**src/sv/dawn_dusk_brightness_scheduler_defines.svh**
```systemverilog
// assertion macros used by the scheduler ramp divider rtl
`ifndef DAWN_DUSK_BRIGHTNESS_SCHEDULER_DEFINES_SVH
`define DAWN_DUSK_BRIGHTNESS_SCHEDULER_DEFINES_SVH

`ifndef SYNTHESIS

`define DDBS_ASSERT_IMPL(label, clk, rst, ante, cons) \
   label: assert property (@(posedge clk) disable iff (rst) (ante) |-> (cons)) \
      else $error("ddbs check failed");

`define DDBS_ASSERT_NEXT(label, clk, rst, ante, cons) \
   label: assert property (@(posedge clk) disable iff (rst) (ante) |=> (cons)) \
      else $error("ddbs check failed");

`else

`define DDBS_ASSERT_IMPL(label, clk, rst, ante, cons)

`define DDBS_ASSERT_NEXT(label, clk, rst, ante, cons)

`endif

`endif

```
**src/sv/ddbs_pkg.sv**
```systemverilog
// shared types and constants of the brightness scheduler
package ddbs_pkg;

   localparam int HOUR_W   = 5;
   localparam int MIN_W    = 6;
   localparam int SEC_W    = 6;
   localparam int LEN_W    = 7;
   localparam int LEVEL_W  = 8;
   localparam int PHASE_W  = 3;
   localparam int STAMP_W  = 17;
   localparam int SPAN_W   = 13;
   localparam int REM_W    = SPAN_W + LEVEL_W;
   localparam int DIV_BITS = LEVEL_W;
   localparam int CSR_IDX_W  = 3;
   localparam int CSR_DATA_W = 7;

   localparam logic [LEVEL_W-1:0] RAMP_FLOOR = 8'd10;
   localparam logic [STAMP_W-1:0] SECS_PER_MIN = 17'd60;
   localparam logic [STAMP_W-1:0] SECS_PER_HOUR = 17'd3600;

   localparam logic [PHASE_W-1:0] PHASE_OFF    = 3'd0;
   localparam logic [PHASE_W-1:0] PHASE_DAWN   = 3'd1;
   localparam logic [PHASE_W-1:0] PHASE_SUNSET = 3'd2;
   localparam logic [PHASE_W-1:0] PHASE_FULL   = 3'd3;
   localparam logic [PHASE_W-1:0] PHASE_FORCED = 3'd4;

   localparam logic [CSR_IDX_W-1:0] REG_DAWN_HOUR   = 3'd0;
   localparam logic [CSR_IDX_W-1:0] REG_DAWN_MINUTE = 3'd1;
   localparam logic [CSR_IDX_W-1:0] REG_DAWN_LENGTH = 3'd2;
   localparam logic [CSR_IDX_W-1:0] REG_DUSK_HOUR   = 3'd3;
   localparam logic [CSR_IDX_W-1:0] REG_DUSK_MINUTE = 3'd4;
   localparam logic [CSR_IDX_W-1:0] REG_DUSK_LENGTH = 3'd5;

   typedef struct packed {
      logic [HOUR_W-1:0] dawn_start_hour;
      logic [MIN_W-1:0]  dawn_start_minute;
      logic [LEN_W-1:0]  dawn_length_minutes;
      logic [HOUR_W-1:0] dusk_start_hour;
      logic [MIN_W-1:0]  dusk_start_minute;
      logic [LEN_W-1:0]  dusk_length_minutes;
   } ddbs_cfg_type;

   typedef struct packed {
      logic [HOUR_W-1:0]  time_hour;
      logic [MIN_W-1:0]   time_minute;
      logic [SEC_W-1:0]   time_second;
      logic [LEVEL_W-1:0] peak_level;
      logic               schedule_on;
   } ddbs_item_type;

   // decided item heading into the ramp divider
   typedef struct packed {
      logic               vld;
      logic               is_ramp;
      logic               neg;
      logic [LEVEL_W-1:0] base;
      logic [LEVEL_W-1:0] mag;
      logic [SPAN_W-1:0]  em1;
      logic [SPAN_W-1:0]  den;
      logic [PHASE_W-1:0] phase;
   } ddbs_ramp_type;

   typedef struct packed {
      logic               vld;
      logic [LEVEL_W-1:0] duty_level;
      logic [PHASE_W-1:0] light_phase;
   } ddbs_out_type;

endpackage

```
**src/sv/ddbs_if.sv**
```systemverilog
// request and response stream interfaces
interface ddbs_req_if;
   import ddbs_pkg::*;
   logic               valid;
   logic               ready;
   logic [HOUR_W-1:0]  time_hour;
   logic [MIN_W-1:0]   time_minute;
   logic [SEC_W-1:0]   time_second;
   logic [LEVEL_W-1:0] peak_level;
   logic               schedule_on;

   modport source (output valid, time_hour, time_minute, time_second, peak_level,
                   schedule_on, input ready);
   modport sink (input valid, time_hour, time_minute, time_second, peak_level,
                 schedule_on, output ready);
endinterface

interface ddbs_rsp_if;
   import ddbs_pkg::*;
   logic               valid;
   logic               ready;
   logic [LEVEL_W-1:0] duty_level;
   logic [PHASE_W-1:0] light_phase;

   modport source (output valid, duty_level, light_phase, input ready);
   modport sink (input valid, duty_level, light_phase, output ready);
endinterface

```
**src/sv/ddbs_front.sv**
```systemverilog
// time stamp stage and window decision stage
module ddbs_front (
   input  logic                   clock,
   input  logic                   reset,
   input  logic                   adv,
   input  ddbs_pkg::ddbs_cfg_type cfg,
   input  logic                   in_vld,
   input  ddbs_pkg::ddbs_item_type item,
   output ddbs_pkg::ddbs_ramp_type ramp_out
);
   import ddbs_pkg::*;

   typedef struct packed {
      logic               vld;
      logic               sched;
      logic [LEVEL_W-1:0] peak;
      logic [STAMP_W-1:0] now;
      logic [STAMP_W-1:0] dawn_t;
      logic [STAMP_W-1:0] dusk_t;
   } ddbs_stamp_type;

   ddbs_stamp_type s1_ff, s1_in;
   ddbs_ramp_type  s2_ff, s2_in;

   logic               dawn_lt, dusk_lt, in_dawn, in_dusk;
   logic [STAMP_W-1:0] e_dawn, e_dusk, dawn_span, dusk_span;
   logic [LEVEL_W-1:0] abs_diff;
   logic               peak_low, peak_high;

   // stage 1: seconds since midnight
   always_comb begin
      s1_in.vld    = in_vld;
      s1_in.sched  = item.schedule_on;
      s1_in.peak   = item.peak_level;
      s1_in.now    = STAMP_W'(item.time_hour) * SECS_PER_HOUR
                   + STAMP_W'(item.time_minute) * SECS_PER_MIN
                   + STAMP_W'(item.time_second);
      s1_in.dawn_t = STAMP_W'(cfg.dawn_start_hour) * SECS_PER_HOUR
                   + STAMP_W'(cfg.dawn_start_minute) * SECS_PER_MIN;
      s1_in.dusk_t = STAMP_W'(cfg.dusk_start_hour) * SECS_PER_HOUR
                   + STAMP_W'(cfg.dusk_start_minute) * SECS_PER_MIN;
   end

   always_ff @(posedge clock) begin
      if (reset) s1_ff.vld <= 1'b0;
      else if (adv) s1_ff <= s1_in;
   end

   // stage 2: which window, ramp operands
   always_comb begin
      dawn_span = STAMP_W'(cfg.dawn_length_minutes) * SECS_PER_MIN;
      dusk_span = STAMP_W'(cfg.dusk_length_minutes) * SECS_PER_MIN;
      dawn_lt   = s1_ff.dawn_t < s1_ff.now;
      dusk_lt   = s1_ff.dusk_t < s1_ff.now;
      e_dawn    = s1_ff.now - s1_ff.dawn_t;
      e_dusk    = s1_ff.now - s1_ff.dusk_t;
      in_dawn   = e_dawn < dawn_span;
      in_dusk   = e_dusk < dusk_span;
      peak_low  = s1_ff.peak < RAMP_FLOOR;
      peak_high = s1_ff.peak > RAMP_FLOOR;
      abs_diff  = peak_low ? (RAMP_FLOOR - s1_ff.peak) : (s1_ff.peak - RAMP_FLOOR);

      s2_in.vld     = s1_ff.vld;
      s2_in.is_ramp = 1'b0;
      s2_in.neg     = 1'b0;
      s2_in.base    = '0;
      s2_in.mag     = '0;
      s2_in.em1     = '0;
      s2_in.den     = '0;
      s2_in.phase   = PHASE_OFF;
      if (!s1_ff.sched) begin
         s2_in.base  = s1_ff.peak;
         s2_in.phase = PHASE_FORCED;
      end else if (!dawn_lt) begin
         s2_in.phase = PHASE_OFF;
      end else if (in_dawn) begin
         s2_in.is_ramp = 1'b1;
         s2_in.neg     = peak_low;
         s2_in.base    = RAMP_FLOOR;
         s2_in.mag     = abs_diff;
         s2_in.em1     = e_dawn[SPAN_W-1:0] - SPAN_W'(1);
         s2_in.den     = dawn_span[SPAN_W-1:0] - SPAN_W'(1);
         s2_in.phase   = PHASE_DAWN;
      end else if (!dusk_lt) begin
         s2_in.base  = s1_ff.peak;
         s2_in.phase = PHASE_FULL;
      end else if (in_dusk) begin
         s2_in.is_ramp = 1'b1;
         s2_in.neg     = peak_high;
         s2_in.base    = s1_ff.peak;
         s2_in.mag     = abs_diff;
         s2_in.em1     = e_dusk[SPAN_W-1:0] - SPAN_W'(1);
         s2_in.den     = dusk_span[SPAN_W-1:0] - SPAN_W'(1);
         s2_in.phase   = PHASE_SUNSET;
      end
   end

   always_ff @(posedge clock) begin
      if (reset) s2_ff.vld <= 1'b0;
      else if (adv) s2_ff <= s2_in;
   end

   assign ramp_out = s2_ff;

endmodule

```
**src/sv/ddbs_ramp_div.sv**
```systemverilog
// ramp product stage, bit-per-stage divider and output register
`include "dawn_dusk_brightness_scheduler_defines.svh"

module ddbs_ramp_div (
   input  logic                    clock,
   input  logic                    reset,
   input  logic                    adv,
   input  ddbs_pkg::ddbs_ramp_type ramp_in,
   output ddbs_pkg::ddbs_out_type  out
);
   import ddbs_pkg::*;

   typedef struct packed {
      logic               vld;
      logic               is_ramp;
      logic               neg;
      logic [LEVEL_W-1:0] base;
      logic [PHASE_W-1:0] phase;
      logic [SPAN_W-1:0]  den;
      logic [REM_W-1:0]   rem;
      logic [LEVEL_W-1:0] quo;
   } ddbs_div_type;

   ddbs_div_type st_ff [DIV_BITS+1];
   ddbs_div_type st_in [DIV_BITS+1];
   ddbs_div_type fin;
   ddbs_out_type out_ff, out_in;

   // stage 0: numerator (e-1)*|b-a|
   always_comb begin
      st_in[0].vld     = ramp_in.vld;
      st_in[0].is_ramp = ramp_in.is_ramp;
      st_in[0].neg     = ramp_in.neg;
      st_in[0].base    = ramp_in.base;
      st_in[0].phase   = ramp_in.phase;
      st_in[0].den     = ramp_in.den;
      st_in[0].rem     = REM_W'(ramp_in.em1) * REM_W'(ramp_in.mag);
      st_in[0].quo     = '0;
   end

   // one quotient bit per stage, msb first; quotient stays below 2**DIV_BITS
   for (genvar i = 1; i <= DIV_BITS; i++) begin : g_div
      logic [REM_W-1:0] sub_val;
      logic             take;
      always_comb begin
         sub_val  = REM_W'(st_ff[i-1].den) << (DIV_BITS - i);
         take     = st_ff[i-1].is_ramp && (st_ff[i-1].rem >= sub_val);
         st_in[i] = st_ff[i-1];
         if (take) begin
            st_in[i].rem              = st_ff[i-1].rem - sub_val;
            st_in[i].quo[DIV_BITS-i]  = 1'b1;
         end
      end
   end

   for (genvar i = 0; i <= DIV_BITS; i++) begin : g_stage
      always_ff @(posedge clock) begin
         if (reset) st_ff[i].vld <= 1'b0;
         else if (adv) st_ff[i] <= st_in[i];
      end
   end

   assign fin = st_ff[DIV_BITS];

   // apply sign of the ramp, truncated toward zero
   always_comb begin
      out_in.vld         = fin.vld;
      out_in.light_phase = fin.phase;
      out_in.duty_level  = fin.neg ? (fin.base - fin.quo) : (fin.base + fin.quo);
   end

   always_ff @(posedge clock) begin
      if (reset) out_ff.vld <= 1'b0;
      else if (adv) out_ff <= out_in;
   end

   assign out = out_ff;

   `DDBS_ASSERT_IMPL(a_rem_below_den, clock, reset, fin.vld && fin.is_ramp, fin.rem < REM_W'(fin.den))
   `DDBS_ASSERT_IMPL(a_flat_no_quo, clock, reset, fin.vld && !fin.is_ramp, fin.quo == '0)
   `DDBS_ASSERT_IMPL(a_off_is_dark, clock, reset, out_ff.vld && (out_ff.light_phase == PHASE_OFF), out_ff.duty_level == '0)
   `DDBS_ASSERT_NEXT(a_valid_moves, clock, reset, adv && st_ff[0].vld, st_ff[1].vld)

endmodule

```
**src/sv/dawn_dusk_brightness_scheduler.sv**
```systemverilog
// top level of the dawn and dusk brightness scheduler
// One item in, one item out. The block is a 12-stage pipeline: seconds-since-
// midnight stamps, window decision, ramp product, eight restoring divider
// stages (one quotient bit each) and an output register. It takes one item
// every cycle when the output side does not stall, and a stall on the output
// freezes the whole pipeline. The ramp level is (e-1)*(b-a)/(len*60-1)+a
// truncated toward zero; phase is 0 off, 1 dawn, 2 sunset, 3 full, 4 forced.
// Registers should only be written while no items are in flight.
module dawn_dusk_brightness_scheduler (
   input  logic                               clock,
   input  logic                               reset,
   ddbs_req_if.sink                           req_if,
   ddbs_rsp_if.source                         rsp_if,
   input  logic                               csr_wr_en,
   input  logic [ddbs_pkg::CSR_IDX_W-1:0]     csr_index,
   input  logic [ddbs_pkg::CSR_DATA_W-1:0]    csr_wdata
);
   import ddbs_pkg::*;

   ddbs_cfg_type  cfg_ff, cfg_in;
   ddbs_item_type item;
   ddbs_ramp_type ramp;
   ddbs_out_type  out;
   logic          adv;

   always_comb begin
      cfg_in = cfg_ff;
      if (csr_wr_en) begin
         case (csr_index)
            REG_DAWN_HOUR:   cfg_in.dawn_start_hour     = csr_wdata[HOUR_W-1:0];
            REG_DAWN_MINUTE: cfg_in.dawn_start_minute   = csr_wdata[MIN_W-1:0];
            REG_DAWN_LENGTH: cfg_in.dawn_length_minutes = csr_wdata[LEN_W-1:0];
            REG_DUSK_HOUR:   cfg_in.dusk_start_hour     = csr_wdata[HOUR_W-1:0];
            REG_DUSK_MINUTE: cfg_in.dusk_start_minute   = csr_wdata[MIN_W-1:0];
            REG_DUSK_LENGTH: cfg_in.dusk_length_minutes = csr_wdata[LEN_W-1:0];
            default: cfg_in = cfg_ff;
         endcase
      end
   end

   always_ff @(posedge clock) begin
      if (reset) begin
         cfg_ff.dawn_start_hour     <= 5'd7;
         cfg_ff.dawn_start_minute   <= 6'd0;
         cfg_ff.dawn_length_minutes <= 7'd30;
         cfg_ff.dusk_start_hour     <= 5'd19;
         cfg_ff.dusk_start_minute   <= 6'd0;
         cfg_ff.dusk_length_minutes <= 7'd30;
      end else begin
         cfg_ff <= cfg_in;
      end
   end

   // whole pipeline moves unless a finished item is held at the output
   assign adv = !out.vld || rsp_if.ready;
   assign req_if.ready = adv;

   always_comb begin
      item.time_hour   = req_if.time_hour;
      item.time_minute = req_if.time_minute;
      item.time_second = req_if.time_second;
      item.peak_level  = req_if.peak_level;
      item.schedule_on = req_if.schedule_on;
   end

   ddbs_front u_front (
      .clock    (clock),
      .reset    (reset),
      .adv      (adv),
      .cfg      (cfg_ff),
      .in_vld   (req_if.valid),
      .item     (item),
      .ramp_out (ramp)
   );

   ddbs_ramp_div u_ramp_div (
      .clock   (clock),
      .reset   (reset),
      .adv     (adv),
      .ramp_in (ramp),
      .out     (out)
   );

   assign rsp_if.valid       = out.vld;
   assign rsp_if.duty_level  = out.duty_level;
   assign rsp_if.light_phase = out.light_phase;

endmodule

```
**src/flat_wrapper.sv**
```systemverilog
// flat-port wrapper written by rule: the top's interface ports become plain ports
module dawn_dusk_brightness_scheduler_flat import ddbs_pkg::*;
  (clock, reset, csr_wr_en, csr_index, csr_wdata, req_if_valid, req_if_time_hour, req_if_time_minute, req_if_time_second, req_if_peak_level, req_if_schedule_on, req_if_ready, rsp_if_valid, rsp_if_duty_level, rsp_if_light_phase, rsp_if_ready);
  ddbs_req_if req_if_i ();
  ddbs_rsp_if rsp_if_i ();
  input  logic clock;
  input  logic reset;
  input  logic csr_wr_en;
  input  logic [ddbs_pkg::CSR_IDX_W-1:0] csr_index;
  input  logic [ddbs_pkg::CSR_DATA_W-1:0] csr_wdata;
  input wire logic [$bits(req_if_i.valid)-1:0] req_if_valid;
  input wire logic [$bits(req_if_i.time_hour)-1:0] req_if_time_hour;
  input wire logic [$bits(req_if_i.time_minute)-1:0] req_if_time_minute;
  input wire logic [$bits(req_if_i.time_second)-1:0] req_if_time_second;
  input wire logic [$bits(req_if_i.peak_level)-1:0] req_if_peak_level;
  input wire logic [$bits(req_if_i.schedule_on)-1:0] req_if_schedule_on;
  output wire logic [$bits(req_if_i.ready)-1:0] req_if_ready;
  output wire logic [$bits(rsp_if_i.valid)-1:0] rsp_if_valid;
  output wire logic [$bits(rsp_if_i.duty_level)-1:0] rsp_if_duty_level;
  output wire logic [$bits(rsp_if_i.light_phase)-1:0] rsp_if_light_phase;
  input wire logic [$bits(rsp_if_i.ready)-1:0] rsp_if_ready;
  assign req_if_i.valid = req_if_valid;
  assign req_if_i.time_hour = req_if_time_hour;
  assign req_if_i.time_minute = req_if_time_minute;
  assign req_if_i.time_second = req_if_time_second;
  assign req_if_i.peak_level = req_if_peak_level;
  assign req_if_i.schedule_on = req_if_schedule_on;
  assign req_if_ready = req_if_i.ready;
  assign rsp_if_valid = rsp_if_i.valid;
  assign rsp_if_duty_level = rsp_if_i.duty_level;
  assign rsp_if_light_phase = rsp_if_i.light_phase;
  assign rsp_if_i.ready = rsp_if_ready;
  dawn_dusk_brightness_scheduler u_core (.clock(clock), .reset(reset), .req_if(req_if_i), .rsp_if(rsp_if_i), .csr_wr_en(csr_wr_en), .csr_index(csr_index), .csr_wdata(csr_wdata));
endmodule
```
**config.mk**
```make
export PLATFORM = sky130hd
export DESIGN_NAME = dawn_dusk_brightness_scheduler_flat
export DESIGN_NICKNAME = d
export VERILOG_FILES = /design/src/sv/ddbs_pkg.sv /design/src/sv/ddbs_if.sv /design/src/sv/ddbs_front.sv /design/src/sv/ddbs_ramp_div.sv /design/src/sv/dawn_dusk_brightness_scheduler.sv /design/src/flat_wrapper.sv
export VERILOG_INCLUDE_DIRS = /design/src /design/src/sv
export SDC_FILE = /design/constraint.sdc
export NUM_CORES = 1
export LEC_CHECK = 0
export CAP_MARGIN = 30
export CORE_ASPECT_RATIO = 1.1
export CORE_UTILIZATION = 65
export CTS_CLUSTER_SIZE = 10
export DETAILED_ROUTE_END_ITERATION = 10
export DONT_BUFFER_PORTS = 1
export GPL_TIMING_DRIVEN = 0
export MAX_ROUTING_LAYER = met4
export PLACE_DENSITY = 0.79
export SLEW_MARGIN = 5
export SYNTH_ARGS = -nofsm -noshare
export SYNTH_HDL_FRONTEND = slang
export SYNTH_SLANG_ARGS = --single-unit
```
**constraint.sdc**
```tcl
create_clock -name clock -period 32.2 [get_ports clock]
set_clock_uncertainty 0.1 [all_clocks]
set_input_delay 1.61 -clock clock [delete_from_list [all_inputs] [get_ports clock]]
set_output_delay 1.61 -clock clock [all_outputs]
set_load 0.02 [all_outputs]
```
Word-level counts from Yosys, hierarchy flattened
Memories as Yosys holds them, arrays and structs flattened.
Cells that the tools add are included.
{"block": "totals", "register_bits": 157, "latchBits": 0, "ramBits": 504, "mem_bits_ro": 0, "inputBits": 41, "out_inout_bits": 13, "word_cells": 151, "n_memories": 1}
{"memory": "u_core.u_ramp_div.st_ff", "depth": 9, "word_bits": 56, "read_ports": 9, "rd_clocked_by_memory_dff": 0, "write_ports": 9, "line_no": "ddbs_ramp_div.sv:24", "rtl": "ddbs_div_type st_ff [DIV_BITS+1];"}
{"block": "op_classes", "add_sub_neg": 22, "n_mul": 9, "n_div": 0, "order_cmp": 14, "eq_ne": 5, "shift": 0, "muxes": 43, "n_bitwise": 12, "reduce_logical": 20}
{"cell": "47-bit two-way mux", "n": 5}
{"cell": "21-bit two-way mux", "n": 7}
{"cell": "13-bit by 1-bit subtractor with 13-bit output, second input constant", "n": 4}
{"cell": "17-bit by 12-bit adder with 17-bit output", "n": 3}
{"cell": "42-bit two-way mux", "n": 1}
{"cell": "5-bit by 8-bit multiplier with 13-bit output, second input constant", "n": 3}
{"cell": "17-bit by 13-bit < comparator with 1-bit output", "n": 2}
{"cell": "17-bit < comparator", "n": 2}
{"cell": "34-bit two-way mux", "n": 1}
{"cell": "17-bit subtractor", "n": 2}
{"cell": "8-bit two-way mux", "n": 4}
{"cell": "6-bit by 4-bit multiplier with 10-bit output, second input constant", "n": 3}
{"cell": "7-bit by 4-bit multiplier with 11-bit output, second input constant", "n": 2}
{"cell": "22-bit two-way mux", "n": 1}
{"cell": "21-bit by 13-bit greater-or-equal comparator with 1-bit output", "n": 1}
{"cell": "21-bit by 14-bit greater-or-equal comparator with 1-bit output", "n": 1}
{"cell": "21-bit by 15-bit greater-or-equal comparator with 1-bit output", "n": 1}
{"cell": "21-bit by 16-bit greater-or-equal comparator with 1-bit output", "n": 1}
{"cell": "21-bit by 17-bit greater-or-equal comparator with 1-bit output", "n": 1}
{"cell": "21-bit by 18-bit greater-or-equal comparator with 1-bit output", "n": 1}
{"cell": "21-bit by 19-bit greater-or-equal comparator with 1-bit output", "n": 1}
{"cell": "21-bit by 20-bit greater-or-equal comparator with 1-bit output", "n": 1}
{"cell": "13-bit by 8-bit multiplier with 21-bit output", "n": 1}
{"cell": "1-bit two-way mux", "n": 21}
{"cell": "other kinds (28)", "n": 55}

Logic depth before layout (Yosys ltp)
Gate-level depths: netlist (run 1).
{"block": "depth", "ltp_word": 10, "depth_mapped": 23}

By module
Synthesis (run 1) repeated with hierarchy kept, for this count alone.
{"block": "hier_totals", "hier_cells": 3233, "hier_area_um2": 37543.5}
{"mod": "ddbs_ramp_div", "n_inst": 1, "cells_each": 1875, "area_each_um2": 23689.0}
{"mod": "ddbs_front", "n_inst": 1, "cells_each": 1217, "area_each_um2": 12361.9}
{"mod": "dawn_dusk_brightness_scheduler", "n_inst": 1, "cells_each": 141, "area_each_um2": 1492.7}

Worst setup path before layout (run 1)
Ideal clock, no wire load.
{"block": "synth_path", "path_kind": "input-to-reg", "from": "input port reset", "to": "memory u_core.u_ramp_div.st_ff[0][55] (netlist name), data pin", "setup_ps": 285, "arrival_time_ps": 24884, "t_required_ps": 31815, "slack_ps": 6932, "stages": 3, "path_cell_list": "clkbuf_1 nor2_1 and2_1"}
{"item": "from (decl)", "line_no": "flat_wrapper.sv:7", "rtl": "input logic reset;"}
{"item": "to (decl)", "line_no": "ddbs_ramp_div.sv:24"}

Worst setup path after layout (run 1)
{"block": "layout_path", "from": "register u_core.cfg_ff[18] (netlist name)", "to": "register u_core.u_front.s2_ff, in the netlist u_core.u_front.ramp_out[31], data pin"}
{"block": "layout_between", "elab_chain_len": 3}
{"item": "from (decl)", "line_no": "dawn_dusk_brightness_scheduler.sv:20", "rtl": "ddbs_cfg_type cfg_ff, cfg_in;"}
{"item": "from (signal assigned)", "line_no": "dawn_dusk_brightness_scheduler.sv:50", "rtl": "cfg_ff <= cfg_in;"}
{"item": "7-bit by 4-bit multiplier with 11-bit output", "line_no": "ddbs_front.sv:51", "rtl": "dawn_span = STAMP_W'(cfg.dawn_length_minutes) * SECS_PER_MIN;"}
{"item": "17-bit by 13-bit < comparator with 1-bit output", "line_no": "ddbs_front.sv:57", "rtl": "in_dawn = e_dawn < dawn_span;"}
{"item": "47-bit two-way mux", "line_no": "ddbs_front.sv:76", "rtl": "end else if (in_dawn) begin"}
{"item": "to (signal assigned)", "line_no": "ddbs_front.sv:100", "rtl": "else if (adv) s2_ff <= s2_in;"}
{"item": "to (decl)", "line_no": "ddbs_front.sv:23", "rtl": "ddbs_ramp_type s2_ff, s2_in;"}
No other way between the ends.
A chain may end at the register's enable or synchronous reset.

==> impl_metrics.json, run 1 <==
{
  "outcome": "completed",
  "die_y_um": 249,
  "cts.reportedPaths.clkPinSlew_ns": 0.06,
  "min_period_ns": 6.03,
  "rsz0062_at_grt": "false",
  "end_kind": "register",
  "final.fill_count": 3811,
  "r2r_start": "u_core.cfg_ff[18]",
  "drive_above_1_share": 0.0613,
  "gp_congestion": 0.964,
  "async_reset_ff_frac": 0,
  "synthCells": 3114,
  "synth_top_area_share": 0.441,
  "cts.repair.resized": 0,
  "finalSetupViolCount": 0,
  "drc": 0,
  "p_total_mw": 2.68,
  "hp-start": "u_core.u_front.ramp_out[1]",
  "num-nets-final": 3752,
  "h-tree-depth": 3,
  "final-max-slew-violation-count": 0,
  "syn_to_final_growth_pct": 9.06,
  "hold_slack_ns": 0.303,
  "root_buffer": "clkbuf_16",
  "final_util": 0.716,
  "grt_pass1_wl_um": 123000,
  "fin_crit_sh": 0.187,
  "peakVddDrop_mv": 0.0629,
  "drt-initial-drc-count": 1412,
  "path_max_fanout": 10,
  "maxCapViolations": 0,
  "fin_area_sq_mm": 0.0393,
  "vias": 23309,
  "syn-num-nets": 3660,
  "dieArea_sq_mm": 0.0563,
  "fmax_mhz": 166,
  "overflow": 0,
  "num_io_pins": 54,
  "hold_path_end": "u_core.u_ramp_div.st_ff[0][43]",
  "antenna_cells": 0,
  "synth_ff_type": "edfxtp_1",
  "setup_tns_ns": 0,
  "synth_area_leaders": "edfxtp_1, ha_1, fa_1",
  "r2r_slack_ns": 26.17,
  "antenna_left": 0,
  "hold_viol": 0,
  "clock_path_buffers": 3,
  "cts.sinks": 568,
  "coreArea_sq_mm": 0.0548,
  "cts_setup_buffers": 0,
  "grt_util_all_layers": 0.287,
  "grt_max_degree": 38,
  "vias_per_cell": 5.88,
  "ys_seq_area_frac": 0.463,
  "reg2reg_to": "u_core.u_front.ramp_out[31]",
  "ys_seq_elements": 568,
  "critPathRequiredTime_ns": 32.56,
  "layout_commonest_cell": "edfxtp_1",
  "antenna_found_initial": 0,
  "cts_hold_buf": 0,
  "whs_path_depth": 0,
  "powerDensity_mw_per_mm2": 68.2,
  "place_area_sq_mm": 0.0373,
  "firstDrtPassIters": 7,
  "slew_headroom": 0.357,
  "die_w_um": 226,
  "io_buffers": 0,
  "path_class": "register to register",
  "synth_top_cell_by_area": "edfxtp_1",
  "grt_pass1_vias": 24006,
  "start_util": 0.657,
  "tightestPinTransition_ns": 0.956,
  "leakagePower_nw": 16.8,
  "clock_latency_ns": 0.62,
  "worstSetupStartpointType": "register",
  "wirelength_um": 75900,
  "wire_per_inst_um": 19.1,
  "synth.cell_area_sq_mm": 0.0360,
  "min_path_type": "register to register",
  "cts_tree": "yes",
  "hpwl_um": 58200,
  "final_cell_mix": "edfxtp_1, inv_1, ha_1",
  "post_synth_num_cell_types": 82,
  "rows": 90,
  "synth-edff-count": 529,
  "worstPathArrival_ns": 6.39,
  "cts_buffers": 69,
  "r2r_cells": 22,
  "syn_avg_cell_area_sq_um": 11.6,
  "yosysWarnings": 0
}
==> registers in the layout (all words and copies together), names as in the netlist <==
signal	cells
u_core.u_front.s1_ff	57
u_core.u_front.ramp_out	46
u_core.cfg_ff	36
u_core.u_ramp_div.out	12
u_core.u_ramp_div.st_ff	417
==> worst max-delay path by stage <==
stage | start | endpoint | slack [ns] | cells after the start
after floorplan | reset | u_core.u_ramp_div.st_ff[0][55] | 6.93 | 3
after global routing | u_core.cfg_ff[18] | u_core.u_front.ramp_out[31] | 25.78 | 22
after detailed placement | req_if_time_minute[0] | u_core.u_front.s1_ff[50] | 26.05 | 15
after global placement | reset | u_core.u_ramp_div.st_ff[7][55] | -0.09 | 3
final | u_core.cfg_ff[18] | u_core.u_front.ramp_out[31] | 26.17 | 22
after CTS | u_core.cfg_ff[18] | u_core.u_front.ramp_out[31] | 26.17 | 22
==> worst max-delay path: stages, from the launching register on <==
cell and delay, ns:
dfxtp_1 0.57, fa_1 0.50, fa_1 0.53, inv_1 0.07, fa_1 0.44, nor2b_1 0.13, o21ai_0 0.09, a21boi_0 0.23
o21ai_0 0.11, nand2b_1 0.12, xor2_1 0.44, inv_1 0.10, ha_1 0.31, a21o_1 0.16, a21o_1 0.16, a21oi_1 0.15
nand2_1 0.17, a2111oi_4 0.45, and2_1 0.19, buf_4 0.18, o21ai_1 0.20, buf_2 0.27, a211oi_2 0.17
==> cell families (layout without fill, tap and decap cells) <==
logic type	Yosys count	count (layout)	synth area share
buffers and inverters	460	575	0.0490
AOI/OAI and AO/OA	544	544	0.102
DFF	568	568	0.463
adders and majority gates	505	505	0.204
xor gates and xnor gates	252	252	0.0613
muxes	75	75	0.0223
and+or+nand+nor	710	710	0.0979
==> metal layers <==
metal,global-route usage,routed length [um]
met2,0.497,39700
met1,0.335,30300
met5,-,0
met4,0.119,3030
met3,0.0362,2860
==> cells in the mapped netlist (16+ instances only) <==
master and number:
xor2_1 88, o21bai_1 29, nor2_1 168, o211ai_1 17, or3_1 26, fa_1 139, a21oi_1 157, o21a_1 24
xnor2_1 164, a31oi_1 16, inv_1 419, nand3_1 42, nand2_1 191, nor3_1 45, nor2b_1 35, and2_1 77
mux2i_1 32, ha_1 366, o22ai_2 20, nor4_1 17, nand2b_1 24, dfxtp_1 39, o21ai_1 25, a21o_1 69
edfxtp_1 529, o21ai_0 73, nand4_1 25, clkbuf_1 22, mux2_2 33
==> cell type report <==
type,instances,area [sq um],share of cell area
inverters,421,1580,0.0402
clock inverters,14,175,0.00446
clock buffers,80,1770,0.0450
flip-flops and latches,568,16700,0.424
plain buffers,39,185,0.00472
multi-input cells,2086,17600,0.448
repair buffers,21,392,0.00997
well taps,736,921,0.0235
==> report_power, final <==
group          internal (mW)  switching, mW  leakage [nW]  total [mW]
sequential             0.935         0.0684          5.55        1.00
clock                  0.392          0.298         0.945       0.690
combinational          0.410          0.573          10.3       0.983
==> per-stage QoR <==
stage | setup slack [ns] | instances
2_1_floorplan | 6.93 | 3114
3_3_place_gp | -0.0903 | 3850
3_5_place_dp | 26.05 | 3869
4_1_cts | 26.17 | 3963
5_1_grt | 25.78 | 3965
6_report | 26.17 | 3965
Power figures use the tool's default switching activity.
==> inputs of run 2 (changes only) <==
Clock period 32.2 ns to 6.3 ns, I/O delays scaled along.
==> run 2 against run 1 <==
Maximum frequency is 1.4% higher. Non-clock buffer count is 32 higher. Via count is 0.70% higher. First-iteration DRC count is 7.0% lower. Power grew to 5.2 times the previous value. Register-to-register slack worse by 26 ns. Utilization is 0.79 points higher.
==> impl_metrics.json, run 2 (synthesized netlist as in run 1, its figures left out) <==
{
  "hold_viol": 0,
  "dieArea_sq_mm": 0.0563,
  "path_max_fanout": 10,
  "io_buffers": 0,
  "powerDensity_mw_per_mm2": 350,
  "leakagePower_nw": 17.0,
  "h-tree-depth": 3,
  "die_y_um": 249,
  "p_int_mw": 9.03,
  "place_area_sq_mm": 0.0373,
  "path_class": "register to register",
  "cts.reportedPaths.clkPinSlew_ns": 0.05,
  "slew_headroom": 0.302,
  "drt-initial-drc-count": 1313,
  "clkPwrFrac": 0.263,
  "maxCapViolations": 0,
  "fmax_mhz": 168,
  "min_period_ns": 5.94,
  "antenna_found_initial": 0,
  "reg2reg_to": "u_core.u_front.ramp_out[36]",
  "clock_path_buffers": 3,
  "drc": 0,
  "antenna_left": 0,
  "cpLargestDelayFamily": "adder cells",
  "p_total_mw": 13.9,
  "dp_cells": 3867,
  "cpMostUsedCell": "fa_1",
  "peakVddDrop_mv": 0.264,
  "gp_congestion": 0.933,
  "coreArea_sq_mm": 0.0548,
  "min_path_type": "input pin to register",
  "netSwitchingFraction": 0.350,
  "cpPeakStageDelay_ns": 0.55,
  "hold_path_end": "u_core.cfg_ff[34]",
  "drive_above_1_share": 0.0607,
  "rows": 90,
  "die_w_um": 226,
  "seq_power_share": 0.369,
  "start_util": 0.657,
  "fin_area_sq_mm": 0.0397,
  "worstSetupStartpointType": "register",
  "grt_pass1_wl_um": 126000,
  "largest_reg_flops": 417,
  "r2r_slack_ns": 0.36,
  "grt_max_degree": 38,
  "worst-path-buf-inv": 4,
  "combinationalPowerShare": 0.368,
  "final_util": 0.724,
  "final_cell_mix": "edfxtp_1, inv_1, ha_1",
  "fin_cells": 3997,
  "grt_util_all_layers": 0.295,
  "firstDrtPassIters": 5,
  "setup_tns_ns": 0,
  "overflow": 0,
  "num-nets-final": 3784,
  "final-max-slew-violation-count": 0,
  "layout_commonest_cell": "edfxtp_1",
  "wirelength_um": 78200,
  "hpwl_um": 59000,
  "hp-start": "csr_wr_en",
  "vias_per_cell": 5.87,
  "worstPathCellList": "fa_1 -> fa_1 -> inv_1 -> fa_1 -> nor2b_1 -> o21ai_0 -> a21boi_0 -> o21ai_0 -> nand2b_1 -> xor2_1 -> inv_1 -> ha_1 -> a21o_1 -> a21o_1 -> a21oi_1 -> nand2_1 -> a2111oi_4 -> and2_1 -> buf_4 -> o21ai_1 -> buf_2 -> nor2_1",
  "whs_path_depth": 4,
  "outcome": "completed",
  "rsz0062_at_grt": "false",
  "fin_crit_sh": 0.944,
  "final.fill_count": 3804,
  "cts_tree": "yes",
  "cts_buffers": 69,
  "syn_to_final_growth_pct": 10.3,
  "critPathRequiredTime_ns": 6.66,
  "grt_pass1_vias": 24513,
  "r2r_cells": 22,
  "antenna_cells": 0,
  "cts_setup_buffers": 0,
  "clock_latency_ns": 0.61,
  "p_switching_mw": 4.85,
  "vias": 23473,
  "r2r_start": "u_core.cfg_ff[18]",
  "cts.sinks": 568,
  "regMostFlops": "u_core.u_ramp_div.st_ff",
  "worstPathArrival_ns": 6.30,
  "wire_per_inst_um": 19.6,
  "finalSetupViolCount": 0,
  "end_kind": "register",
  "critPathSlowestCell": "dfxtp_1",
  "root_buffer": "clkbuf_16",
  "tightestPinTransition_ns": 1.02,
  "num_io_pins": 54
}
[run 2: changes by cell type in the layout (fill, tap and decap cells not counted), moves of 2 or more]
cell / previous run / this run
dlygate4sd3_1: 0 / 34
clkinv_16: 1 / 5
bufinv_16: 0 / 3
clkinv_1: 0 / 3
clkinv_2: 5 / 2
buf_16: 4 / 2
clkbuf_1: 33 / 31
clkinvlp_4: 2 / 0
inv_16: 4 / 2
[run 2: tightest hold or removal path: stages]
cell and delay (ns):
nand2b_1 0.11, nor3_1 0.11, mux2i_1 0.12, nor2_1 0.07
[run 2: how the worst max path moves through the flow]
stage                                   start                              to  slack, ns  depth (start not counted)
detailed placement          u_core.cfg_ff[18]     u_core.u_front.ramp_out[31]       0.36                         22
global route                u_core.cfg_ff[18]     u_core.u_front.ramp_out[36]       0.02                         22
global placement    u_core.u_ramp_div.out[11]        u_core.u_front.s1_ff[56]      -5.07                          3
finish                      u_core.cfg_ff[18]     u_core.u_front.ramp_out[36]       0.36                         22
CTS                         u_core.cfg_ff[18]     u_core.u_front.ramp_out[36]       0.30                         22
floorplan           u_core.u_ramp_div.out[11]  u_core.u_ramp_div.st_ff[0][55]      -2.70                          4
[run 2: final cells by class]
class                      count  area, sq um  area share
clock buffer                  79         1760      0.0444
tap                          736          921      0.0232
timing repair buffer          53          691      0.0174
clock inverter                15          302     0.00760
buffer                        39          189     0.00476
multi-input combinational   2086        17600       0.443
sequential                   568        16700       0.420
inverter                     421         1580      0.0398
[run 2: power by group through the flow]
stage                     Sequential, mW  Clock, mW  Combinational (mW)
after CTS                           5.12       3.72                5.05
after global routing                5.17       3.87                5.62
after detailed placement            5.19          0                4.96
after global placement              5.22          0                4.77
final                               5.12       3.65                5.10
after floorplan                     5.06          0                3.81
[run 2: per-layer routing]
layer	share of wire	vias up	global-route usage
li1	-	11199	-
met1	0.39	11418	0.340
met3	0.042	225	0.0381
met4	0.051	0	0.147
met2	0.51	631	0.506
met5	0	-	-
[run 2: through the flow]
step	hold slack, ns	setup WS (ns)
3_3_place_gp	0.301	-5.07
3_5_place_dp	0.305	0.359
4_1_cts	0.00500	0.296
5_1_grt	0.0510	0.0242
6_report	0.0570	0.355
2_1_floorplan	0.300	-2.70
[run 2: what timing repair did]
| item | 4_1_cts | 5_1_grt |
|---|---|---|
| gates resized for setup | 0 | 1 |
| hold endpoints to repair | 51 | 1 |
| hold buffers | 33 | 1 |
| setup endpoints to repair | 0 | 8 |
==> inputs of run 3 (changes only) <==
Clock period 6.3 ns to 5.92 ns, I/O delays scaled along.
==> run 3 against run 2 <==
The run now ends with hold timing left. Largest cell class unchanged. Power is 6.6% higher. Critical endpoint unchanged. Non-clock buffer count is 3 higher. Final cell count hardly changed.
==> impl_metrics.json, run 3 (synthesized netlist as in run 1, its figures left out) <==
{
  "antenna_cells": 0,
  "tightestPinTransition_ns": 1.03,
  "worst-path-buf-inv": 3,
  "grt_max_degree": 38,
  "dp_cells": 3867,
  "coreArea_sq_mm": 0.0548,
  "final-max-slew-violation-count": 0,
  "clock_path_buffers": 3,
  "gp_congestion": 0.933,
  "powerDensity_mw_per_mm2": 372,
  "rows": 90,
  "layout_commonest_cell": "edfxtp_1",
  "overflow": 0,
  "drive_above_1_share": 0.0640,
  "antenna_found_initial": 0,
  "cpLargestDelayFamily": "compound AO/OA/AOI/OAI gates",
  "path_class": "register to register",
  "critPathSlowestCell": "fa_1",
  "failed_checks": "hold timing",
  "fin_crit_sh": 0.954,
  "final_cell_mix": "edfxtp_1, inv_1, ha_1",
  "outcome": "finished, violations left",
  "hold_viol": 1,
  "end_kind": "register",
  "grt_pass1_wl_um": 126000,
  "drt-initial-drc-count": 1484,
  "hpwl_um": 59000,
  "largest_reg_flops": 417,
  "min_path_type": "input pin to register",
  "syn_to_final_growth_pct": 10.5,
  "die_w_um": 226,
  "grt_util_all_layers": 0.295,
  "finalSetupViolCount": 0,
  "place_area_sq_mm": 0.0373,
  "root_buffer": "clkbuf_16",
  "wire_per_inst_um": 19.6,
  "path_max_fanout": 10,
  "io_buffers": 0,
  "antenna_left": 0,
  "vias_per_cell": 5.87,
  "num-nets-final": 3787,
  "cts_buffers": 69,
  "clock_latency_ns": 0.61,
  "num_io_pins": 54,
  "leakagePower_nw": 17.0,
  "vias": 23495,
  "cts_tree": "yes",
  "start_util": 0.657,
  "fin_cells": 4000,
  "min_period_ns": 5.65,
  "dieArea_sq_mm": 0.0563,
  "die_y_um": 249,
  "wirelength_um": 78300,
  "drc": 0,
  "cpPeakStageDelay_ns": 0.57,
  "cts.reportedPaths.clkPinSlew_ns": 0.05,
  "worstPathCellList": "inv_1 -> fa_1 -> fa_1 -> inv_1 -> ha_1 -> o21a_1 -> o31a_1 -> o311ai_4 -> nand2b_1 -> a21oi_2 -> xor2_2 -> ha_1 -> a21oi_2 -> o221ai_1 -> a221oi_2 -> nand3_1 -> nor3_4 -> o21ai_1 -> buf_4 -> nor2_1",
  "fin_area_sq_mm": 0.0398,
  "critPathRequiredTime_ns": 6.27,
  "maxCapViolations": 0,
  "timing.final.ws_setup_ns": 0.273,
  "hold_slack_ns": -0.00404,
  "worstPathArrival_ns": 6.00,
  "cts.sinks": 568,
  "place_ws_ns": -0.0206,
  "fmax_mhz": 177,
  "grt_pass1_vias": 24493,
  "slew_headroom": 0.294,
  "worstSetupStartpointType": "register",
  "peakVddDrop_mv": 0.283,
  "firstDrtPassIters": 5,
  "h-tree-depth": 3,
  "regMostFlops": "u_core.u_ramp_div.st_ff"
}
-- run 3: worst paths after layout --
path,start,to,slack [ns],depth (start not counted)
worst min register to register,u_core.u_front.ramp_out[15],u_core.u_ramp_div.st_ff[0][41],0.29,0
worst max register to register,u_core.cfg_ff[4],u_core.u_front.ramp_out[36],0.27,20
worst max-delay path,u_core.cfg_ff[4],u_core.u_front.ramp_out[36],0.27,20
worst min-delay path,csr_wr_en,u_core.cfg_ff[34],-0.004,4
-- run 3: layer usage --
| metal | vias to the layer above | track usage | part of all wire |
|---|---|---|---|
| li1 | 11217 | - | - |
| met1 | 11448 | 0.340 | 0.40 |
| met5 | - | - | 0 |
| met4 | 0 | 0.146 | 0.050 |
| met3 | 219 | 0.0373 | 0.039 |
| met2 | 611 | 0.506 | 0.51 |
-- run 3: repair_timing --
item	4_1_cts	5_1_grt
resized for setup	2	13
hold buffers	35	0
endpoints found under the hold margin	51	0
endpoints found under the setup margin	6	41
pin swaps	0	3
setup buffers	0	2
-- run 3: area by class of cell --
class                   instances  area [sq um]
flip-flops and latches        568         16700
clock buffers                  79          1760
fillers                      3784         15000
well taps                     736           921
multi-input cells            2086         17600
clock inverters                15           302
plain buffers                  39           193
repair buffers                 56           716
inverters                     421          1580
-- run 3: worst reg2reg max path, delay by kind of cell, from the launching register on --
family / cells / cell delay, ns
AOI/OAI and AO/OA: 8 / 1.78
adders and majority gates: 4 / 1.75
and+or+nand+nor: 4 / 0.72
buffers and inverters: 3 / 0.58
DFF: 1 / 0.29
xor gates and xnor gates: 1 / 0.26
-- run 3: through the flow --
step | util | setup TNS [ns] | total power, mW | hold slack [ns]
6_report | 0.726 | 0 | 14.8 | -0.00404
4_1_cts | 0.724 | 0 | 14.8 | 0.00988
3_5_place_dp | 0.680 | -0.0206 | 10.8 | 0.295
5_1_grt | 0.726 | -0.0171 | 15.6 | 0.0230
2_1_floorplan | - | -1572.61 | 9.44 | 0.295
3_3_place_gp | 0.674 | -2837.66 | 10.6 | 0.295
-- run 3: report_power, final --
| group | switching [mW] | internal (mW) |
|---|---|---|
| clock | 1.61 | 2.27 |
| combinational | 3.20 | 2.26 |
| sequential | 0.366 | 5.09 |
